**src/rtl/cdas_pkg.sv**
```systemverilog
// Package for the countdown alarm: mode, event and register codes, configuration type.
package cdas_pkg;

    localparam int SECONDS_WIDTH_DEF = 10;

    localparam int CFG_DATA_W   = 10;
    localparam int CFG_INDEX_W  = 2;
    localparam int MAX_SEC_W    = 10;
    localparam int STEP_W       = 8;
    localparam int SNOOZE_SEC_W = 10;
    localparam int SNOOZE_CNT_W = 3;
    localparam int OP_W         = 2;
    localparam int MODE_CODE_W  = 2;

    localparam logic [MAX_SEC_W-1:0]    SEL_LIMIT_RST      = 10'd600;
    localparam logic [STEP_W-1:0]       STEP_SECONDS_RST   = 8'd10;
    localparam logic [SNOOZE_SEC_W-1:0] SNOOZE_SECONDS_RST = 10'd10;
    localparam logic [SNOOZE_CNT_W-1:0] MAX_SNOOZES_RST    = 3'd5;

    localparam logic [CFG_INDEX_W-1:0] REG_SEL_LIMIT      = 2'd0;
    localparam logic [CFG_INDEX_W-1:0] REG_STEP_SECONDS   = 2'd1;
    localparam logic [CFG_INDEX_W-1:0] REG_SNOOZE_SECONDS = 2'd2;
    localparam logic [CFG_INDEX_W-1:0] REG_MAX_SNOOZES    = 2'd3;

    localparam logic [OP_W-1:0] OP_SECOND_TICK = 2'd0;
    localparam logic [OP_W-1:0] OP_BUTTON_SCAN = 2'd1;
    localparam logic [OP_W-1:0] OP_BUZZER_TICK = 2'd2;

    localparam logic [MODE_CODE_W-1:0] MODE_CODE_SELECT  = 2'd0;
    localparam logic [MODE_CODE_W-1:0] MODE_CODE_COUNT   = 2'd1;
    localparam logic [MODE_CODE_W-1:0] MODE_CODE_SNOOZED = 2'd2;
    localparam logic [MODE_CODE_W-1:0] MODE_CODE_ALARM   = 2'd3;

    typedef enum logic [3:0] {
        MODE_SELECT  = 4'b0001,
        MODE_COUNT   = 4'b0010,
        MODE_SNOOZED = 4'b0100,
        MODE_ALARM   = 4'b1000
    } t_mode;

    typedef struct packed {
        logic [MAX_SEC_W-1:0]    sel_limit;
        logic [STEP_W-1:0]       step_seconds;
        logic [SNOOZE_SEC_W-1:0] snooze_seconds;
        logic [SNOOZE_CNT_W-1:0] max_snoozes;
    } t_cfg;

    function automatic logic [MODE_CODE_W-1:0] mode_code(input t_mode m);
        logic [MODE_CODE_W-1:0] c;
        case (m)
            MODE_SELECT:  c = MODE_CODE_SELECT;
            MODE_COUNT:   c = MODE_CODE_COUNT;
            MODE_SNOOZED: c = MODE_CODE_SNOOZED;
            MODE_ALARM:   c = MODE_CODE_ALARM;
            default:      c = MODE_CODE_SELECT;
        endcase
        return c;
    endfunction

endpackage

```
**src/rtl/countdown_alarm_with_snooze_unit.sv**
```systemverilog
// Top level of the countdown alarm with snooze: event register, state/result register.
//
//  channel  direction  handshake                  payload
//  in       input      i_in_valid / o_in_ready    i_op, i_up/down/enter_pressed
//  out      output     o_out_valid / i_out_ready  o_mode .. o_heartbeat
//  cfg      input      i_cfg_we                   i_cfg_index, i_cfg_data
//
// Request path: event register, then state register; one per cycle unless out stalls.
// The event register feeds the next-state logic, which loads the state register,
// and that register is the result shown on the out channel.
// A stalled result holds the state; the event register still takes one more request.
// Synchronous active-low reset: select mode, times and count zero, LED high.
module countdown_alarm_with_snooze_unit #(
    parameter int SECONDS_WIDTH = cdas_pkg::SECONDS_WIDTH_DEF
) (
    input  logic                               i_clk,
    input  logic                               i_rst_n,
    input  logic                               i_cfg_we,
    input  logic [cdas_pkg::CFG_INDEX_W-1:0]   i_cfg_index,
    input  logic [cdas_pkg::CFG_DATA_W-1:0]    i_cfg_data,
    input  logic                               i_in_valid,
    output logic                               o_in_ready,
    input  logic [cdas_pkg::OP_W-1:0]          i_op,
    input  logic                               i_up_pressed,
    input  logic                               i_down_pressed,
    input  logic                               i_enter_pressed,
    output logic                               o_out_valid,
    input  logic                               i_out_ready,
    output logic [cdas_pkg::MODE_CODE_W-1:0]   o_mode,
    output logic [SECONDS_WIDTH-1:0]           o_remaining_seconds,
    output logic [SECONDS_WIDTH-1:0]           o_selected_seconds,
    output logic [cdas_pkg::SNOOZE_CNT_W-1:0]  o_snoozes_done,
    output logic                               o_alarm_led,
    output logic                               o_buzzer_level,
    output logic                               o_heartbeat
);

    cdas_pkg::t_cfg cfg;

    logic                               r_in_valid;
    logic [cdas_pkg::OP_W-1:0]          r_op;
    logic                               r_up;
    logic                               r_down;
    logic                               r_enter;
    logic                               r_out_valid;

    cdas_pkg::t_mode                    r_mode;
    logic [SECONDS_WIDTH-1:0]           r_remaining;
    logic [SECONDS_WIDTH-1:0]           r_selected;
    logic [cdas_pkg::SNOOZE_CNT_W-1:0]  r_snoozes;
    logic                               r_led;
    logic                               r_buzzer;
    logic                               r_heartbeat;

    cdas_pkg::t_mode                    n_mode;
    logic [SECONDS_WIDTH-1:0]           n_remaining;
    logic [SECONDS_WIDTH-1:0]           n_selected;
    logic [cdas_pkg::SNOOZE_CNT_W-1:0]  n_snoozes;
    logic                               n_led;
    logic                               n_buzzer;
    logic                               n_heartbeat;

    logic advance;
    logic in_take;

    cdas_cfg_regs u_cfg (
        .i_clk       (i_clk),
        .i_rst_n     (i_rst_n),
        .i_cfg_we    (i_cfg_we),
        .i_cfg_index (i_cfg_index),
        .i_cfg_data  (i_cfg_data),
        .o_cfg       (cfg)
    );

    cdas_next_state #(
        .SECONDS_WIDTH (SECONDS_WIDTH)
    ) u_next (
        .i_op        (r_op),
        .i_up        (r_up),
        .i_down      (r_down),
        .i_enter     (r_enter),
        .i_cfg       (cfg),
        .i_mode      (r_mode),
        .i_remaining (r_remaining),
        .i_selected  (r_selected),
        .i_snoozes   (r_snoozes),
        .i_led       (r_led),
        .i_buzzer    (r_buzzer),
        .i_heartbeat (r_heartbeat),
        .o_mode      (n_mode),
        .o_remaining (n_remaining),
        .o_selected  (n_selected),
        .o_snoozes   (n_snoozes),
        .o_led       (n_led),
        .o_buzzer    (n_buzzer),
        .o_heartbeat (n_heartbeat)
    );

    assign advance    = r_in_valid && (!r_out_valid || i_out_ready);
    assign o_in_ready = !r_in_valid || advance;
    assign in_take    = i_in_valid && o_in_ready;

    always_ff @(posedge i_clk) begin
        if (!i_rst_n) begin
            r_in_valid <= 1'b0;
        end else if (in_take) begin
            r_in_valid <= 1'b1;
        end else if (advance) begin
            r_in_valid <= 1'b0;
        end
    end

    always_ff @(posedge i_clk) begin
        if (in_take) begin
            r_op    <= i_op;
            r_up    <= i_up_pressed;
            r_down  <= i_down_pressed;
            r_enter <= i_enter_pressed;
        end
    end

    always_ff @(posedge i_clk) begin
        if (!i_rst_n) begin
            r_out_valid <= 1'b0;
            r_mode      <= cdas_pkg::MODE_SELECT;
            r_remaining <= '0;
            r_selected  <= '0;
            r_snoozes   <= '0;
            r_led       <= 1'b1;
            r_buzzer    <= 1'b0;
            r_heartbeat <= 1'b0;
        end else begin
            if (advance) begin
                r_out_valid <= 1'b1;
                r_mode      <= n_mode;
                r_remaining <= n_remaining;
                r_selected  <= n_selected;
                r_snoozes   <= n_snoozes;
                r_led       <= n_led;
                r_buzzer    <= n_buzzer;
                r_heartbeat <= n_heartbeat;
            end else if (i_out_ready) begin
                r_out_valid <= 1'b0;
            end
        end
    end

    assign o_out_valid         = r_out_valid;
    assign o_mode              = cdas_pkg::mode_code(r_mode);
    assign o_remaining_seconds = r_remaining;
    assign o_selected_seconds  = r_selected;
    assign o_snoozes_done      = r_snoozes;
    assign o_alarm_led         = r_led;
    assign o_buzzer_level      = r_buzzer;
    assign o_heartbeat         = r_heartbeat;

    a_state_holds_without_advance: assert property (
        @(posedge i_clk) disable iff (!i_rst_n)
        !advance |=> ($stable(r_mode) && $stable(r_remaining) && $stable(r_selected)
                      && $stable(r_snoozes) && $stable(r_led) && $stable(r_buzzer)
                      && $stable(r_heartbeat))
    ) else $error("state changed without an advancing request");

    a_not_ready_only_when_full: assert property (
        @(posedge i_clk) disable iff (!i_rst_n)
        !o_in_ready |-> (r_in_valid && r_out_valid && !i_out_ready)
    ) else $error("input stalled while a stage is free");

    a_advance_yields_result: assert property (
        @(posedge i_clk) disable iff (!i_rst_n)
        advance |=> o_out_valid
    ) else $error("advanced request produced no result");

    a_heartbeat_only_on_tick: assert property (
        @(posedge i_clk) disable iff (!i_rst_n)
        (advance && (r_op != cdas_pkg::OP_SECOND_TICK)) |=> $stable(r_heartbeat)
    ) else $error("heartbeat toggled on a non-tick request");

endmodule

```
**src/rtl/cdas_cfg_regs.sv**
```systemverilog
// Configuration register bank for the countdown alarm.
module cdas_cfg_regs (
    input  logic                              i_clk,
    input  logic                              i_rst_n,
    input  logic                              i_cfg_we,
    input  logic [cdas_pkg::CFG_INDEX_W-1:0]  i_cfg_index,
    input  logic [cdas_pkg::CFG_DATA_W-1:0]   i_cfg_data,
    output cdas_pkg::t_cfg                    o_cfg
);

    cdas_pkg::t_cfg r_cfg;

    always_ff @(posedge i_clk) begin
        if (!i_rst_n) begin
            r_cfg.sel_limit      <= cdas_pkg::SEL_LIMIT_RST;
            r_cfg.step_seconds   <= cdas_pkg::STEP_SECONDS_RST;
            r_cfg.snooze_seconds <= cdas_pkg::SNOOZE_SECONDS_RST;
            r_cfg.max_snoozes    <= cdas_pkg::MAX_SNOOZES_RST;
        end else if (i_cfg_we) begin
            case (i_cfg_index)
                cdas_pkg::REG_SEL_LIMIT: begin
                    r_cfg.sel_limit <= i_cfg_data[cdas_pkg::MAX_SEC_W-1:0];
                end
                cdas_pkg::REG_STEP_SECONDS: begin
                    r_cfg.step_seconds <= i_cfg_data[cdas_pkg::STEP_W-1:0];
                end
                cdas_pkg::REG_SNOOZE_SECONDS: begin
                    r_cfg.snooze_seconds <= i_cfg_data[cdas_pkg::SNOOZE_SEC_W-1:0];
                end
                cdas_pkg::REG_MAX_SNOOZES: begin
                    r_cfg.max_snoozes <= i_cfg_data[cdas_pkg::SNOOZE_CNT_W-1:0];
                end
                default: begin
                end
            endcase
        end
    end

    assign o_cfg = r_cfg;

endmodule

```
**src/rtl/cdas_next_state.sv**
```systemverilog
// Next-state logic of the countdown alarm for one event.
module cdas_next_state #(
    parameter int SECONDS_WIDTH = cdas_pkg::SECONDS_WIDTH_DEF
) (
    input  logic [cdas_pkg::OP_W-1:0]          i_op,
    input  logic                               i_up,
    input  logic                               i_down,
    input  logic                               i_enter,
    input  cdas_pkg::t_cfg                     i_cfg,
    input  cdas_pkg::t_mode                    i_mode,
    input  logic [SECONDS_WIDTH-1:0]           i_remaining,
    input  logic [SECONDS_WIDTH-1:0]           i_selected,
    input  logic [cdas_pkg::SNOOZE_CNT_W-1:0]  i_snoozes,
    input  logic                               i_led,
    input  logic                               i_buzzer,
    input  logic                               i_heartbeat,
    output cdas_pkg::t_mode                    o_mode,
    output logic [SECONDS_WIDTH-1:0]           o_remaining,
    output logic [SECONDS_WIDTH-1:0]           o_selected,
    output logic [cdas_pkg::SNOOZE_CNT_W-1:0]  o_snoozes,
    output logic                               o_led,
    output logic                               o_buzzer,
    output logic                               o_heartbeat
);

    localparam int SW = SECONDS_WIDTH;
    localparam int CW = (SW > cdas_pkg::CFG_DATA_W) ? SW : cdas_pkg::CFG_DATA_W;

    logic [CW-1:0] max_ext;
    logic [CW-1:0] snooze_ext;
    logic [SW-1:0] limit;
    logic [SW-1:0] snooze_len;
    logic [SW-1:0] step;
    logic [SW:0]   sum;
    logic          up_ok;
    logic [SW-1:0] sel_up;
    logic [SW-1:0] sel_dn;

    assign max_ext    = CW'(i_cfg.sel_limit);
    assign snooze_ext = CW'(i_cfg.snooze_seconds);
    assign limit      = max_ext[SW-1:0];
    assign snooze_len = snooze_ext[SW-1:0];
    assign step       = SW'(i_cfg.step_seconds);

    // up first, then down, both saturating
    assign sum    = {1'b0, i_selected} + {1'b0, step};
    assign up_ok  = i_up && (i_selected < limit);
    assign sel_up = !up_ok ? i_selected :
                    (sum > {1'b0, limit}) ? limit : sum[SW-1:0];
    assign sel_dn = !i_down ? sel_up :
                    (sel_up > step) ? (sel_up - step) : '0;

    always_comb begin
        o_mode      = i_mode;
        o_remaining = i_remaining;
        o_selected  = i_selected;
        o_snoozes   = i_snoozes;
        o_led       = i_led;
        o_buzzer    = i_buzzer;
        o_heartbeat = i_heartbeat;
        case (i_op)
            cdas_pkg::OP_SECOND_TICK: begin
                o_heartbeat = ~i_heartbeat;
                case (i_mode)
                    cdas_pkg::MODE_COUNT: begin
                        if (i_remaining != '0) begin
                            o_remaining = i_remaining - SW'(1);
                        end else begin
                            o_mode = cdas_pkg::MODE_ALARM;
                        end
                    end
                    cdas_pkg::MODE_SNOOZED: begin
                        if (i_snoozes == i_cfg.max_snoozes) begin
                            o_mode      = cdas_pkg::MODE_SELECT;
                            o_remaining = '0;
                            o_snoozes   = '0;
                        end else if (i_remaining != '0) begin
                            o_remaining = i_remaining - SW'(1);
                        end else begin
                            o_mode    = cdas_pkg::MODE_ALARM;
                            o_snoozes = i_snoozes + cdas_pkg::SNOOZE_CNT_W'(1);
                        end
                    end
                    cdas_pkg::MODE_ALARM: begin
                        o_led = ~i_led;
                    end
                    default: begin
                    end
                endcase
            end
            cdas_pkg::OP_BUTTON_SCAN: begin
                o_selected = sel_dn;
                if (i_enter) begin
                    case (i_mode)
                        cdas_pkg::MODE_SELECT: begin
                            o_mode      = cdas_pkg::MODE_COUNT;
                            o_remaining = sel_dn;
                        end
                        cdas_pkg::MODE_ALARM: begin
                            o_led       = 1'b0;
                            o_buzzer    = 1'b0;
                            o_remaining = snooze_len;
                            o_mode      = cdas_pkg::MODE_SNOOZED;
                        end
                        default: begin
                        end
                    endcase
                end
            end
            cdas_pkg::OP_BUZZER_TICK: begin
                if (i_mode == cdas_pkg::MODE_ALARM) begin
                    o_buzzer = ~i_buzzer;
                end
            end
            default: begin
            end
        endcase
    end

endmodule

```
**config.mk**
```make
export PLATFORM = sky130hd
export DESIGN_NAME = countdown_alarm_with_snooze_unit
export DESIGN_NICKNAME = d
export VERILOG_FILES = /design/src/rtl/cdas_pkg.sv /design/src/rtl/countdown_alarm_with_snooze_unit.sv /design/src/rtl/cdas_cfg_regs.sv /design/src/rtl/cdas_next_state.sv
export SDC_FILE = /design/constraint.sdc
export NUM_CORES = 1
export LEC_CHECK = 0
export ABC_AREA = 1
export CAP_MARGIN = 10
export CORE_MARGIN = 3
export CORE_UTILIZATION = 60
export CTS_CLUSTER_DIAMETER = 150
export CTS_CLUSTER_SIZE = 20
export DETAILED_ROUTE_END_ITERATION = 6
export DONT_BUFFER_PORTS = 1
export GPL_TIMING_DRIVEN = 1
export MAX_ROUTING_LAYER = met4
export PLACE_DENSITY = 0.76
export SYNTH_ARGS = -nofsm -noshare
export SYNTH_HDL_FRONTEND = slang
export SYNTH_HIERARCHICAL = 1
export SYNTH_SLANG_ARGS = --single-unit
```
**constraint.sdc**
```tcl
create_clock -name i_clk -period 10.1 [get_ports i_clk]
set_clock_uncertainty 0.05 [all_clocks]
set_input_delay 1.01 -clock i_clk [delete_from_list [all_inputs] [get_ports i_clk]]
set_output_delay 1.01 -clock i_clk [all_outputs]
set_load 0.02 [all_outputs]
```
# After elaboration in Yosys (flattened, before gate mapping)
# Index checks and enable logic that the tools add are counted.
# Widths: inputs -> output; s select.
[op_classes]
addsub = 4
order_cmp = 3
eq_ne = 17
n_mux = 29
bitwise = 3
n_reduce_logical = 24
[ops]
columns = ["op", "count"]
rows = [
  ["$mux 10", 7],
  ["$pmux 10 s2", 3],
  ["$pmux 4 s2", 3],
  ["$reduce_and 5->1", 3],
  ["$mux 4", 3],
  ["$reduce_and 2->1", 6],
  ["$add 10x8->11", 1],
  ["$gt 11x10->1", 1],
  ["$gt 10x8->1", 1],
  ["$lt 10x10->1", 1],
  ["$reduce_bool 10->1", 1],
  ["$sub 10x1->10 const B", 1],
  ["$sub 10x8->10", 1],
  ["$mux 1", 8],
  ["$reduce_bool 2->1", 4],
  ["$eq 2x2->1 const B", 3],
  ["$mux 3", 2],
  ["$ne 2x1->1 const B", 3],
  ["$ne 3x2->1 const B", 2],
  ["$pmux 2 s3", 1],
  ["$eq 2x1->1 const B", 2],
  ["$eq 4x1->1 const B", 1],
  ["$eq 4x2->1 const B", 1],
  ["$eq 4x3->1 const B", 1],
  ["other kinds (11)", 20],
]
[totals]
reg_bits = 68
out_inout_bits = 30
wordCells = 97

# Longest topological paths before layout
[logic_depth]
depth_word = 10
ltp_mapped = 41

# Hierarchy
# Netlist, hierarchy kept.
[modules_own_cells]
columns = ["mod", "instances", "cells_per_inst", "area_each_um2", "seq_area_each_um2"]
rows = [
  ["cdas_next_state", 1, 544, 2966.6, 0.0],
  ["countdown_alarm_with_snooze_unit", 1, 215, 1597.8, 790.8],
  ["cdas_cfg_regs", 1, 185, 1296.2, 620.6],
]

# Worst setup path after synthesis
# No wires, ideal clock.
[synth_timing]
kind = "register -> register"
start = "reg r_selected[0] (netlist: o_selected_seconds[0])"
end = "reg r_remaining[9] (netlist: o_remaining_seconds[9])"
arrival_time_ns = 4.869
required_time_ns = 9.935
path_slack_ns = 5.065
path_stages_with_launch = 40
n_path_buf = 1
path_cell_list = "dfxtp_1 ha_1 inv_1 fa_1 nand3b_1 nand2_2 nand2_2 nand2_2 nand2_1 nand2_1 inv_2 ha_1 a21o_1 a21oi_1 nand2_1 nand2_1 nand2_4 buf_8 [4 not listed] inv_1 fa_1 nand3_1 nand3_1 a21boi_1 nor2_1 o21ai_1 nand2_1 o21ai_0 nand4_2 nand3_1 nand2_1 nand2_1 nand2_1 inv_1 nand3_1 nand2_1 nor2_1"
[synth_between]
elab_chain_cells = 10
elab_cells_between_ends = 13
classes_between = "2 x add/sub; 3 x order compare; 7 x mux; 1 x reduce/logical"
[synth_lines]
columns = ["item", "line", "rtl"]
rows = [
  ["from (decl)", "countdown_alarm_with_snooze_unit.sv:49", "logic [SECONDS_WIDTH-1:0] r_selected;"],
  ["from (signal assigned)", "countdown_alarm_with_snooze_unit.sv:137", "r_selected <= n_selected;"],
  ["$add 10x8->11", "cdas_next_state.sv:46", "assign sum = {1'b0, i_selected} + {1'b0, step};"],
  ["$gt 11x10->1", "cdas_next_state.sv:49", "(sum > {1'b0, limit}) ? limit : sum[SW-1:0];"],
  ["$mux 10", "cdas_next_state.sv:49", ""],
  ["$mux 10 (*)", "cdas_next_state.sv:48", "assign sel_up = !up_ok ? i_selected :"],
  ["$sub 10x8->10 / $gt 10x8->1 (equally long branches)", "cdas_next_state.sv:51", "(sel_up > step) ? (sel_up - step) : '0;"],
  ["$mux 10", "cdas_next_state.sv:51", ""],
  ["$mux 10 (*)", "cdas_next_state.sv:50", "assign sel_dn = !i_down ? sel_up :"],
  ["$pmux 10 s2 (*)", "cdas_next_state.sv:94", "case (i_mode)"],
  ["$mux 10 (*)", "cdas_next_state.sv:93", "if (i_enter) begin"],
  ["$pmux 10 s2 (*)", "cdas_next_state.sv:61", "case (i_op)"],
  ["net n_remaining[9]", "countdown_alarm_with_snooze_unit.sv:56", "logic [SECONDS_WIDTH-1:0] n_remaining;"],
  ["to (signal assigned)", "countdown_alarm_with_snooze_unit.sv:136", "r_remaining <= n_remaining;"],
  ["to (decl)", "countdown_alarm_with_snooze_unit.sv:48", "logic [SECONDS_WIDTH-1:0] r_remaining;"],
]
# The timed path passes the listed nets; every way through them passes the cells marked *. The select of a mux whose other input is x is not followed.
# A chain may end at the register's enable or synchronous reset.

# Final worst setup path
# Same ends and word-level chain as after synthesis.

==> summary.txt <==
STATUS
-----------------------------------------------------------------------------------------------
Status                                                                             finished clean

STA
-----------------------------------------------------------------------------------------------
Final Hold Violating Endpoints                                                                0
Worst slack on hold paths                                                              0.420 ns
Final Max Tran Viols                                                                          0
Final min period                                                                        5.76 ns
Maximum clock frequency                                                                 174 MHz
Final-report setup violation count                                                            0
Relative slew margins                                                                     24.6%
Least setup slack across all paths after layout                                         4.34 ns
Tightest Pin Transition                                                                 1.12 ns
Aggregate negative setup slack                                                             0 ns
Period utilisation layout                                                                 57.0%
RSZ-0062 raised after global routing                                                         no

CLOCKING
-----------------------------------------------------------------------------------------------
CTS Buffer Depth                                                                              2
Root Buffer Master                                                                     clkbuf_8
Number of clock sinks                                                                        68
Clock insertion delay at the later pin of the skew report                               0.36 ns
Buffers inserted during post-CTS setup optimization                                           0
CTS tree                                                                                    yes
Number of buffers created by CTS                                                              9
Hold bufs inserted after CTS                                                                  0
Clock input transition at the sequential cells of the worst setup and hold paths        0.09 ns
H-tree levels                                                                                 3
Resize count post-CTS                                                                         0

DETAILED ROUTING
-----------------------------------------------------------------------------------------------
Count of routing violations after the opening detailed-route iteration                      405
TritonRoute pass-1 iters                                                                      5
Final Routed Wirelength                                                                15600 µm
Wire length per cell after detailed routing                                             14.7 µm
Via density per instance                                                                   5.50
Detailed-route DRC error count                                                                0
Vias after detailed routing                                                                5803
Antenna Violating Nets Remaining                                                              0

CELLS AND AREA
-----------------------------------------------------------------------------------------------
Reg area                                                                               1410 µm²
Layout Area Growth over Synthesis                                                         3.01%
Proportion of layout cells with a drive suffix above 1                                    6.05%
Final net count                                                                             988
Number of antenna cells inserted                                                              0
Fillcell total                                                                              936
Multi-input logic area                                                                 3670 µm²

GLOBAL ROUTE
-----------------------------------------------------------------------------------------------
Antenna violations before repair                                                              0
Total gr overflow                                                                             0
Pin count of the biggest net entering global routing                                         63
First-pass GRT wire length                                                             26000 µm
GR Util All Layers                                                                        30.0%
Vias in the first global route                                                             5364

SYNTH
-----------------------------------------------------------------------------------------------
Top cell type's share of synthesized area                                                 21.5%
Cell Area, Synth                                                                       5860 µm²
Top FF cell, synth                                                                      dfxtp_1
Share of synthesized flip-flops with an asynchronous set or reset                            0%
Number of distinct standard cells referenced by the synthesized netlist                      52
Count of yosys warnings during synthesis                                                      6
Syn nets                                                                                   1011
Number of enable-type register cells in the synthesized netlist                               5
Synth top cells by count                                                           nand2_1 (240), inv_1 (144), nor2_1 (119), nand3_1 (78), a21oi_1 (71)
Post-Synthesis Cells                                                                        944
Most repeated cell in the gate-level netlist after synthesis                            nand2_1
Portion of the post-synthesis area used by sequential elements                            24.1%
Count of state elements after synthesis                                                      68
Synthesized area divided by synthesized cell count                                     6.21 µm²
Largest area contributor in the netlist                                                 dfxtp_1
Top cells by area, synth                                                           dfxtp_1 (22%), nand2_1 (15%), inv_1 (9.2%), ha_1 (9.2%), nor2_1 (7.6%)

DIE
-----------------------------------------------------------------------------------------------
FP Rows                                                                                      35
Y dimension of the die                                                                   105 µm
Chip width                                                                               105 µm
Io pins                                                                                      52
Die area                                                                              11000 µm²
Standard cell core area                                                                9370 µm²
Initial cell density of the core                                                          62.5%

PWR
-----------------------------------------------------------------------------------------------
Cell Pwr Density                                                                     139 nW/µm²
Share of total power in the clock network                                                 28.6%
Internal power summed over all cells                                                 0.000510 W
Fraction of power consumed by sequential logic                                            38.8%
Switching part of the total power                                                         39.4%
Final total power                                                                    0.000841 W
Logic pwr share                                                                           32.7%
Net Sw Power                                                                         0.000331 W
Static Leak                                                                             3.08 nW
Maximum vdd ir drop                                                                    0.128 mV

WORST SETUP PATH
-----------------------------------------------------------------------------------------------
Worst reg2reg path startpoint                                                      o_selected_seconds[0]
CP max FO                                                                                    19
Slowest stage cell on the critical path                                                 dfxtp_1
Destination of the critical timing path                                            o_remaining_seconds[9]
Reg2reg path depth                                                                           38
Origin of the worst setup path                                                     o_selected_seconds[0]
Worst r2r dst                                                                      o_remaining_seconds[9]
Kind of critical path                                                              flop to flop
Data arrival, critical path                                                             5.95 ns
Minimum setup slack among reg-to-reg paths                                              4.34 ns
Crit path required time                                                                10.29 ns
Crit end category                                                                          flop
Startpoint type of the worst setup path                                                    flop
Critical path's largest stage delay                                                     0.52 ns
Cell type with the highest occurrence count on the critical path                        nand2_1

PLACED DESIGN
-----------------------------------------------------------------------------------------------
Weighted congestion reported at the end of routability-driven placement                   0.997
Worst slack, placed                                                                     4.43 ns
Estimated wirelength of the detail-placed design                                       11700 µm
Number of I/O port buffers                                                                    0

JOB
-----------------------------------------------------------------------------------------------
Number of max-cap violations                                                                  0

HOLD PATH
-----------------------------------------------------------------------------------------------
Worst Min Path Start                                                               u_cfg/o_cfg[25]
Class of the most critical hold timing path                                        flop to flop

==> cells in the final DEF, fill, tap and decap left out, types with 6 or more instances in the layout <==
cell,Yosys,final
nor2_1,119,119
nand4_1,6,6
inv_1,144,144
o21ai_2,6,6
dfxtp_1,63,62
xnor2_1,8,8
clkbuf_8,0,9
nand2_2,8,8
ha_1,43,43
nand3_1,78,78
nand2_1,240,240
a31oi_1,9,9
o21ai_1,7,7
o21ai_0,31,31
a21oi_1,71,71
xor2_1,10,10
==> worst min path at each step <==
stage,end,cells past startpoint
global route,u_cfg/o_cfg[25],2
detailed placement,u_cfg/o_cfg[25],2
floorplan,u_cfg/o_cfg[24],2
CTS,u_cfg/o_cfg[25],2
finish,u_cfg/o_cfg[25],2
global placement,u_cfg/o_cfg[24],2
==> registers in the layout (all words and copies together) (netlist names) <==
signal,count
o_alarm_led,1
o_buzzer_level,1
o_heartbeat,1
o_out_valid,1
o_remaining_seconds,10
o_selected_seconds,10
o_snoozes_done,3
r_down,1
r_enter,1
r_in_valid,1
r_mode,4
r_op,2
r_up,1
u_cfg/o_cfg,31
==> stage by stage <==
step           cells  cell area, µm²  utilization, %
2_1_floorplan    944            5860               -
3_3_place_gp    1039            5820            62.1
3_5_place_dp    1039            5820            62.1
4_1_cts         1055            6040            64.4
5_1_grt         1055            6040            64.4
6_report        1055            6040            64.4
==> kinds of logic (layout without fill, tap and decap cells) <==
family | after synthesis | in the layout | synth area share (%)
compound gates | 147 | 147 | 14.3
xor+xnor | 18 | 18 | 2.69
fa+ha+maj | 45 | 45 | 9.86
buf+inv | 186 | 168 | 13.3
flops | 68 | 68 | 24.1
simple gates | 480 | 480 | 35.8
==> layout make-up <==
class | instances | area share [%]
Multi-Input combinational cell | 690 | 60.8
Tap cell | 129 | 2.67
Clock buffer | 11 | 2.88
Inverter | 150 | 9.33
Timing Repair Buffer | 2 | 0.249
Sequential cell | 68 | 23.4
Clock inverter | 5 | 0.642
==> worst max-delay path: cells and delay by family (launching register included) <==
| family | cells | cell delay [ns] |
|---|---|---|
| adder cells (fa/ha/maj) | 5 | 1.50 |
| flip-flops | 1 | 0.52 |
| AO/OA/AOI/OAI | 6 | 0.93 |
| AND/OR/NAND/NOR | 23 | 2.37 |
| buffers and inverters | 4 | 0.23 |
==> routing by layer <==
layer / vias up / global-route usage [%] / part of all wire (%)
met5: - / - / 0
met4: 0 / 7.22 / 1.8
met3: 26 / 7.47 / 7.3
met2: 204 / 47.4 / 45
met1: 2604 / 38.7 / 45
li1: 2969 / - / -
==> power by group through the flow <==
| stage | Clock (W) | Combinational, W | Sequential, W |
|---|---|---|---|
| after CTS | 0.000246 | 0.000271 | 0.000326 |
| after floorplan | 0 | 0.000230 | 0.000319 |
| after detailed placement | 0 | 0.000269 | 0.000332 |
| after global routing | 0.000257 | 0.000317 | 0.000329 |
| final | 0.000240 | 0.000275 | 0.000326 |
| after global placement | 0 | 0.000265 | 0.000331 |
Power figures use the tool's default switching activity.
